`src/sqlis_pkg.sv`:
```
package sqlis_pkg;

	// Window geometry: the history bytes plus the new byte form one span
	localparam int WIN_DEPTH    = 17;
	localparam int SPAN         = WIN_DEPTH + 1;
	localparam int NEEDLE_COUNT = 21;
	localparam int LEN_W        = $clog2(SPAN + 1);

	// Risk level codes
	typedef enum logic [1:0] {
		RISK_LOW      = 2'd0,
		RISK_MEDIUM   = 2'd1,
		RISK_HIGH     = 2'd2,
		RISK_CRITICAL = 2'd3
	} risk_t;

	// Byte span: index 0 is the newest byte, higher indexes are older
	typedef logic [SPAN-1:0][7:0] span_t;
	typedef logic [WIN_DEPTH-1:0][7:0] window_t;
	typedef logic [NEEDLE_COUNT-1:0] mask_t;

	// Needle text, right-justified: byte 0 holds the final character
	localparam span_t NEEDLE_TEXT [NEEDLE_COUNT] = '{
		"or '1'='1'", "union select", ";drop", ";truncate", ";alter",
		";create", "exec(", " xp_", "sleep(", "benchmark(",
		"waitfor delay", "into outfile", {"load", "_file("}, "/*", "--",
		"#", {"information", "_schema"}, {"pg", "_catalog"}, "char(", "concat(",
		"0x"
	};

	localparam logic [LEN_W-1:0] NEEDLE_LEN [NEEDLE_COUNT] = '{
		LEN_W'(10), LEN_W'(12), LEN_W'(5), LEN_W'(9), LEN_W'(6),
		LEN_W'(7), LEN_W'(5), LEN_W'(4), LEN_W'(6), LEN_W'(10),
		LEN_W'(13), LEN_W'(12), LEN_W'(10), LEN_W'(2), LEN_W'(2),
		LEN_W'(1), LEN_W'(18), LEN_W'(10), LEN_W'(5), LEN_W'(7),
		LEN_W'(2)
	};

	localparam risk_t NEEDLE_LEVEL [NEEDLE_COUNT] = '{
		RISK_CRITICAL, RISK_CRITICAL, RISK_CRITICAL, RISK_CRITICAL,
		RISK_CRITICAL, RISK_CRITICAL, RISK_CRITICAL,
		RISK_HIGH, RISK_HIGH, RISK_HIGH, RISK_HIGH, RISK_HIGH, RISK_HIGH,
		RISK_MEDIUM, RISK_MEDIUM, RISK_MEDIUM, RISK_MEDIUM, RISK_MEDIUM,
		RISK_MEDIUM,
		RISK_LOW, RISK_LOW
	};

	// Result of one scanned string
	typedef struct packed {
		risk_t risk_level;
		mask_t found_mask;
	} result_t;

endpackage

```
`src/sqlis_match.sv`:
```
module sqlis_match
	import sqlis_pkg::*;
(
	input  span_t span,
	output mask_t hit
);

	// Compare the tail of the span against every needle in parallel
	always_comb begin
		for (int k = 0; k < NEEDLE_COUNT; k++) begin
			hit[k] = 1'b1;
			for (int j = 0; j < SPAN; j++) begin
				if ((LEN_W'(j) < NEEDLE_LEN[k]) && (span[j] != NEEDLE_TEXT[k][j])) begin
					hit[k] = 1'b0;
				end
			end
		end
	end

endmodule

```
`src/sqlis_risk.sv`:
```
module sqlis_risk
	import sqlis_pkg::*;
(
	input  mask_t mask,
	output risk_t level
);

	logic [3:0] level_seen;

	// Gather which levels are present
	always_comb begin
		level_seen = '0;
		for (int k = 0; k < NEEDLE_COUNT; k++) begin
			if (mask[k]) begin
				level_seen[NEEDLE_LEVEL[k]] = 1'b1;
			end
		end
	end

	// Pick the highest level present
	always_comb begin
		priority if (level_seen[RISK_CRITICAL]) begin
			level = RISK_CRITICAL;
		end else if (level_seen[RISK_HIGH]) begin
			level = RISK_HIGH;
		end else if (level_seen[RISK_MEDIUM]) begin
			level = RISK_MEDIUM;
		end else begin
			level = RISK_LOW;
		end
	end

endmodule

```
`src/sql_injection_pattern_scanner_core.sv`:
```
// Query string pattern scanner.
// Input stream: one byte of the query string per transaction on s_axis, with
// s_axis_tlast on the final byte of each string. A zero byte ends the string
// content; bytes after it up to the tlast transaction are ignored.
// Output stream: one transaction on m_axis per string, issued for the tlast
// input, carrying the 21-bit found mask and the highest risk level.
// Throughput: one byte per cycle while no tlast byte waits for the result
// register; the parallel compare of the 18-byte span against all needles
// is combinational between the input and result registers. A tlast byte
// moves from the input register to the result register once that is free.
// Reset: arst_n clears the history window, the found bits, the halt flag and
// both valid flags; the block starts a fresh string afterwards.
// Stall: the result register holds its transaction until m_axis_tready.
// Bytes that are not last keep flowing while a result waits; a tlast byte
// waits in the input register until the result register is free, and
// s_axis_tready drops only then.
module sql_injection_pattern_scanner_core
	import sqlis_pkg::*;
(
	input  logic        clk,
	input  logic        arst_n,
	input  logic        s_axis_tvalid,
	output logic        s_axis_tready,
	input  logic [7:0]  s_axis_tdata,  // [7:0] ch
	input  logic        s_axis_tlast,  // last
	output logic        m_axis_tvalid,
	input  logic        m_axis_tready,
	output logic [23:0] m_axis_tdata   // [20:0] found_mask, [22:21] risk_level, [23] zero
);

	logic       valid_s1;
	logic [7:0] byte_s1;
	logic       last_s1;
	logic [7:0] ch_fold;
	logic       advance;
	logic       scan;
	logic       out_load;

	window_t window_q;
	mask_t   seen_q;
	logic    halted_q;
	mask_t   seen_next;
	span_t   span;
	mask_t   hit;
	risk_t   level;

	result_t result_q;
	logic    out_valid_q;

	// Fold ASCII upper case to lower case
	always_comb begin
		if (s_axis_tdata >= 8'h41 && s_axis_tdata <= 8'h5a) begin
			ch_fold = s_axis_tdata | 8'h20;
		end else begin
			ch_fold = s_axis_tdata;
		end
	end

	// Hold a last byte until the result register can take it
	assign advance       = valid_s1 && !(last_s1 && out_valid_q && !m_axis_tready);
	assign s_axis_tready = !valid_s1 || advance;
	assign out_load      = advance && last_s1;

	// Input register
	always_ff @(posedge clk or negedge arst_n) begin
		if (!arst_n) begin
			valid_s1 <= 1'b0;
		end else if (s_axis_tready) begin
			valid_s1 <= s_axis_tvalid;
		end
	end

	always_ff @(posedge clk) begin
		if (s_axis_tvalid && s_axis_tready) begin
			byte_s1 <= ch_fold;
			last_s1 <= s_axis_tlast;
		end
	end

	// Build the span: new byte first, then the history newest to oldest
	assign span = {window_q, byte_s1};
	assign scan = !halted_q && (byte_s1 != 8'h00);

	sqlis_match u_match (
		.span (span),
		.hit  (hit)
	);

	assign seen_next = seen_q | (scan ? hit : '0);

	sqlis_risk u_risk (
		.mask  (seen_next),
		.level (level)
	);

	// Scan state: advance the window, collect found bits, halt on a zero byte, clear on last
	always_ff @(posedge clk or negedge arst_n) begin
		if (!arst_n) begin
			window_q <= '0;
			seen_q   <= '0;
			halted_q <= 1'b0;
		end else if (advance) begin
			if (last_s1) begin
				window_q <= '0;
				seen_q   <= '0;
				halted_q <= 1'b0;
			end else if (scan) begin
				window_q <= {window_q[WIN_DEPTH-2:0], byte_s1};
				seen_q   <= seen_next;
			end else if (!halted_q) begin
				halted_q <= 1'b1;
			end
		end
	end

	// Result register
	always_ff @(posedge clk or negedge arst_n) begin
		if (!arst_n) begin
			out_valid_q <= 1'b0;
		end else if (out_load) begin
			out_valid_q <= 1'b1;
		end else if (m_axis_tready) begin
			out_valid_q <= 1'b0;
		end
	end

	always_ff @(posedge clk) begin
		if (out_load) begin
			result_q.found_mask <= seen_next;
			result_q.risk_level <= level;
		end
	end

	assign m_axis_tvalid = out_valid_q;
	assign m_axis_tdata  = {1'b0, result_q};

	// Never overwrite a result that has not been taken
	assert property (@(posedge clk) disable iff (!arst_n)
		out_load |-> (!out_valid_q || m_axis_tready))
		else $error("result register overwritten while stalled");

	// State returns to reset after the last byte of a string
	assert property (@(posedge clk) disable iff (!arst_n)
		out_load |=> (seen_q == '0 && !halted_q && window_q == '0))
		else $error("scan state not cleared after end of string");

	// A halted string stays halted until its last byte
	assert property (@(posedge clk) disable iff (!arst_n)
		(halted_q && !(advance && last_s1)) |=> halted_q)
		else $error("halt flag dropped inside a string");

	// A critical needle always reports critical risk
	assert property (@(posedge clk) disable iff (!arst_n)
		(out_valid_q && (result_q.found_mask[6:0] != '0)) |->
		(result_q.risk_level == RISK_CRITICAL))
		else $error("risk level below critical for a critical needle");

	// An empty mask reports low risk
	assert property (@(posedge clk) disable iff (!arst_n)
		(out_valid_q && (result_q.found_mask == '0)) |-> (result_q.risk_level == RISK_LOW))
		else $error("nonzero risk level with no needle found");

endmodule
```
`config.mk`:
```
export PLATFORM = sky130hd
export DESIGN_NAME = sql_injection_pattern_scanner_core
export DESIGN_NICKNAME = d
export VERILOG_FILES = /design/src/sqlis_pkg.sv /design/src/sqlis_match.sv /design/src/sqlis_risk.sv /design/src/sql_injection_pattern_scanner_core.sv
export SDC_FILE = /design/constraint.sdc
export NUM_CORES = 1
export LEC_CHECK = 0
export BUFFER_PORTS_ARGS = -buffer_cell sky130_fd_sc_hd__buf_2
export CORE_ASPECT_RATIO = 1.2
export CORE_MARGIN = 5
export CORE_UTILIZATION = 57
export DETAILED_ROUTE_END_ITERATION = 10
export PLACE_DENSITY = 0.75
export SYNTH_ARGS = -nofsm -noshare
export SYNTH_HDL_FRONTEND = slang
export SYNTH_SLANG_ARGS = --single-unit
export TNS_END_PERCENT = 50
```
`constraint.sdc`:
```
create_clock -name clk -period 6.31 [get_ports clk]
set_clock_uncertainty 0.1 [all_clocks]
set_input_delay 1.262 -clock clk [delete_from_list [all_inputs] [get_ports clk]]
set_output_delay 1.262 -clock clk [all_outputs]
set_load 0.05 [all_outputs]
```
# --- Yosys cells after proc, flatten, opt, wreduce, memory -nomap -nowiden ---
# Index checks and enable logic that the tools add are counted.
op_classes:
  eq_ne: 109
  bitwise_logic: 1
  reduce_logical: 18
  order_cmp: 2
  mux: 177
ops:
  columns: ["op", "n"]
  rows:
  - ["$ne 8x7->1 const B", 86]
  - ["$mux 136", 2]
  - ["$ne 8x6->1 const B", 22]
  - ["$mux 1", 172]
  - ["$mux 21", 3]
  - ["$or 21x21->21", 1]
  - ["$ge 8x7->1 const B", 1]
  - ["$le 8x7->1 const B", 1]
  - ["$reduce_bool 8->1", 1]
  - ["$logic_and 1x1->1", 7]
  - ["$logic_not 1->1", 4]
  - ["$reduce_and 2->1", 2]
  - ["$reduce_bool 2->1", 2]
  - ["$ne 2x2->1 const B", 1]
  - ["$reduce_or 2->1", 1]
  - ["$logic_or 1x1->1", 1]
word_totals:
  inputBits: 13
  elab_cells: 334
  register_bits: 192
  output_inout_bits: 26

# --- Logic depth before layout (Yosys ltp) ---
logic_depth:
  word_depth: 29
  depth_mapped: 9
  mapped_depth_nobuf: 7

# --- By module ---
# A second synthesis with hierarchy kept.
hier_totals:
  cells_unflattened: 1010
  hier_area_um2: 10105.9
modules_own_cells:
  columns: ["mod", "area_per_inst_um2", "seq_area_each_um2", "n_inst", "cells_per_inst"]
  rows:
  - ["sql_injection_pattern_scanner_core", 8294.2, 4964.8, 1, 751]
  - ["sqlis_match", 1739.2, 0.0, 1, 249]
  - ["sqlis_risk", 72.6, 0.0, 1, 10]

# --- Worst setup path after synthesis ---
# OpenSTA, ideal clock, no wires.
synth_path:
  kind: "input -> output"
  from: "input m_axis_tready"
  to: "output s_axis_tready"
  path_buffers: 0
  setup_slack_ps: 3106
  stages: 1
  arrival_ps: 1842
  t_required_ps: 4948
  cell_sequence: "nand4b_1"
synth_between:
  elab_chain_len: 5
synth_rtl:
  columns: ["element", "line_no", "source"]
  rows:
  - ["start: declaration", "sql_injection_pattern_scanner_core.sv:27", "input logic m_axis_tready,"]
  - ["$logic_not 1->1", "sql_injection_pattern_scanner_core.sv:60", "assign advance = valid_s1 && !(last_s1 && out_valid_q && !m_axis_tready);"]
  - ["$logic_and 1x1->1", "sql_injection_pattern_scanner_core.sv:60", null]
  - ["$logic_not 1->1", "sql_injection_pattern_scanner_core.sv:60", null]
  - ["$logic_and 1x1->1", "sql_injection_pattern_scanner_core.sv:60", null]
  - ["$logic_or 1x1->1", "sql_injection_pattern_scanner_core.sv:61", "assign s_axis_tready = !valid_s1 || advance;"]
  - ["end: declaration", "sql_injection_pattern_scanner_core.sv:23", "output logic s_axis_tready,"]
# No other way between the ends.

# --- Worst setup path in the final report ---
layout_path:
  from: "input m_axis_tready"
  to: "register window_q (netlist bit span[84])"
layout_between:
  elab_chain_len: 5
layout_rtl:
  columns: ["element", "line_no", "source"]
  rows:
  - ["$logic_not 1->1", "sql_injection_pattern_scanner_core.sv:60", null]
  - ["$logic_and 1x1->1", "sql_injection_pattern_scanner_core.sv:60", null]
  - ["$logic_not 1->1", "sql_injection_pattern_scanner_core.sv:60", null]
  - ["$logic_and 1x1->1", "sql_injection_pattern_scanner_core.sv:60", null]
  - ["$reduce_and 2->1 (no source line)", null, null]
  - ["end signal: assignment", "sql_injection_pattern_scanner_core.sv:108", "window_q <= {window_q[WIN_DEPTH-2:0], byte_s1};"]
  - ["end: declaration", "sql_injection_pattern_scanner_core.sv:39", "window_t window_q;"]
# No other way between the ends.
# A chain may end at the register's enable or synchronous reset.

==> out/results.tsv <==
metric	value	unit
commonest non-fill, non-tap cell in the layout	dfrtp_1	
met3 wire length	1.22	mm
Clock Pin Slew Worst Setup and Hold Paths	0.07	ns
area grow syn2layout	10.6	%
initial antenna violation count	0	
Final ANT Viol Nets	0	
routed wl met2	12.7	mm
final worst path period share	66.6	%
overall die width	122	microns
Antenna Cells	0	
fillers	1215	
hold endpoint	seen_q[0]$_DFFE_PN0P_	
clock net sink count	192	
DR top layer	met4	
Post-CTS Hold Fix Bufs	0	
Critical Path AT	4.47	ns
total CTS buffers	17	
RSZ-0062 raised after global routing	no	
FF+latch count, synth	192	
die height	145	microns
vias in the first global route	6669	
main area contributors after synthesis	dfrtp_1 46%, a22o_1 14%, edfxtp_1 11%, nor2_1 1.8%, nand4_1 1.7%	
Longest Clk Path Bufs	2	
WP data required	6.58	ns
DIE AREA	0.0177	sq mm
most frequent cells in the layout	160 x dfrtp_1, 136 x a22o_1, 40 x nor2_1	
gpl congestion	0.963	
register area share after synthesis	57.5	%
Rows	49	
Post-synth top flop	dfrtp_1	
final core utilization	63.9	%
Power Dens Cells	268	mW/mm^2
drt pass-1 iters	5	
Global Route Usage Sum	29.3	%
routed metal-1 wire length	9.90	mm
Reg2Reg Depth	6	
Final Max Slew Viols	0	
Synth Warn #	0	
largest net degree at the start of global routing	109	
post-layout net count	741	
Vias/cell	6.94	
kind of critical path	in -> reg	
Post-DP HPWL	17.4	mm
remaining global-route overflow	0	
Synth Instances	710	
largest area contributor in the netlist	dfrtp_1	
layout cell share with drive strength beyond 1	13.8	%
Avg Inst Size Synth	12.2	sq um
RR Startpoint	m_axis_tvalid$_DFFE_PN0P_	
Starting Density	57.8	%
Post-CTS Setup Inserts	0	
Post-Route WL	24.6	mm
# IOs	39	
Hold/Removal Path Class	reg -> reg	
DP Cell Count	913	
reg2reg end	span[84]$_DFFE_PN0P_	
CP startpoint kind	primary input	
syn_nets	723	
maxcap violations	0	
Synth top area share	46.3	%
CTS tree	done	
routed len/inst	26.0	microns
Synth Cell Area	0.00864	sq mm
Setup Viol. Count Final	0	
global-route wire length before repair	38.8	mm
Critical Path Start	m_axis_tready	
total negative slack	0	ns
HP Start	seen_q[0]$_DFFE_PN0P_	
Fmax	0.238	GHz
DR DRC count	0	
Post-CTS Resized	0	
Crit. End Element	register	
Worst-Margin Slew	1.01	ns
Hold Crit Depth	2	
core region area	0.0150	sq mm
clock root cell	clkbuf_16	
flop-to-flop setup slack	2.73	ns
CP Max Fanout	96	
clk_lat worst skew	0.44	ns
port bufs	37	
Finished Layout Cells	945	
Worst slew margin	32.8	%
Worst VDD drop	0.164	mV
H-Tree Depth	4	
DRT iter0 DRCs	684	
Final Hold Viols	0	
worst hold slack	0.400	ns
via count	6561	
LEAKAGE	4.27	nW
status	complete, no violations	
Yosys cell types	61	
Final Critical Period	4.20	ns
number of synthesized flops with an enable pin	32	
Async S/R FF share, synth	83.3	%
[registers in the layout, indices dropped and copies added (netlist names)]
| signal | count |
|---|---|
| halted_q | 1 |
| m_axis_tvalid | 1 |
| valid_s1 | 1 |
| span | 136 |
| seen_q | 21 |
| byte_s1 | 8 |
| last_s1 | 1 |
| m_axis_tdata | 23 |
[worst max-delay path, cell delays in order]
cell      delay (ns)
buf_2           0.10
nand2b_1        0.17
nand3_1         0.57
inv_1           0.69
nor2_4          0.97
buf_12          0.42
a22o_1          0.22
[metrics by stage]
step                total power (W)  area [sq um]  setup slack [ns]
finish                      0.00256          9550              2.11
global route                0.00265          9550              1.93
CTS                         0.00258          9550              2.21
detailed placement          0.00152          8970              1.77
global placement            0.00151          8970              2.01
floorplan                   0.00145          8640              3.11
[per-layer routing]
layer / vias to the layer above / global-route usage, %
met5: - / 0
met4: 0 / 12.1
met3: 61 / 4.98
met2: 241 / 50.0
met1: 3407 / 37.3
li1: 2852 / -
[synth_stat cells, drive strengths merged, types with 8 or more instances]
library cell / instances
dfrtp: 160
a22o: 137
nor2: 42
clkbuf: 35
edfxtp: 32
nor4: 26
nand4: 24
nand2: 20
nand4b: 17
nor3: 17
nand3: 15
inv: 13
nor2b: 13
nor4bb: 12
and3: 10
o211a: 10
o21ai: 10
nand2b: 9
nor4b: 9
buf: 8
[how the worst max path moves through the flow]
stage | slack [ns] | end
detailed placement | 1.77 | span[79]$_DFFE_PN0P_
finish | 2.11 | span[84]$_DFFE_PN0P_
CTS | 2.21 | span[84]$_DFFE_PN0P_
floorplan | 3.11 | s_axis_tready
global placement | 2.01 | span[43]$_DFFE_PN0P_
global route | 1.93 | span[71]$_DFFE_PN0P_
[layout make-up]
type / instances / area, sq um / area share (%)
Multi-Input combinational cell: 462 / 3460 / 36.2
Tap cell: 204 / 255 / 2.67
Timing Repair Buffer: 42 / 241 / 2.53
Clock inverter: 15 / 155 / 1.62
Inverter: 13 / 48.8 / 0.511
Sequential cell: 192 / 4960 / 52.0
Clock buffer: 17 / 425 / 4.45
[where the power goes]
part | switching (W) | total (W) | internal [W]
Sequential | 0.0000398 | 0.00132 | 0.00128
Clock | 0.000474 | 0.00106 | 0.000588
Combinational | 0.000132 | 0.000172 | 0.0000399
Total | 0.000647 | 0.00256 | 0.00191
[cell families (layout without fill, tap and decap cells)]
| kind of cell | after synthesis | after routing | share of synthesized area, % |
|---|---|---|---|
| and+or+nand+nor | 277 | 277 | 21.6 |
| DFF | 192 | 192 | 57.5 |
| AOI/OAI and AO/OA | 184 | 184 | 18.3 |
| buffers and inverters | 56 | 87 | 2.59 |
| other | 1 | 1 | 0.0434 |
No activity file was read; power rests on OpenSTA's default activity.
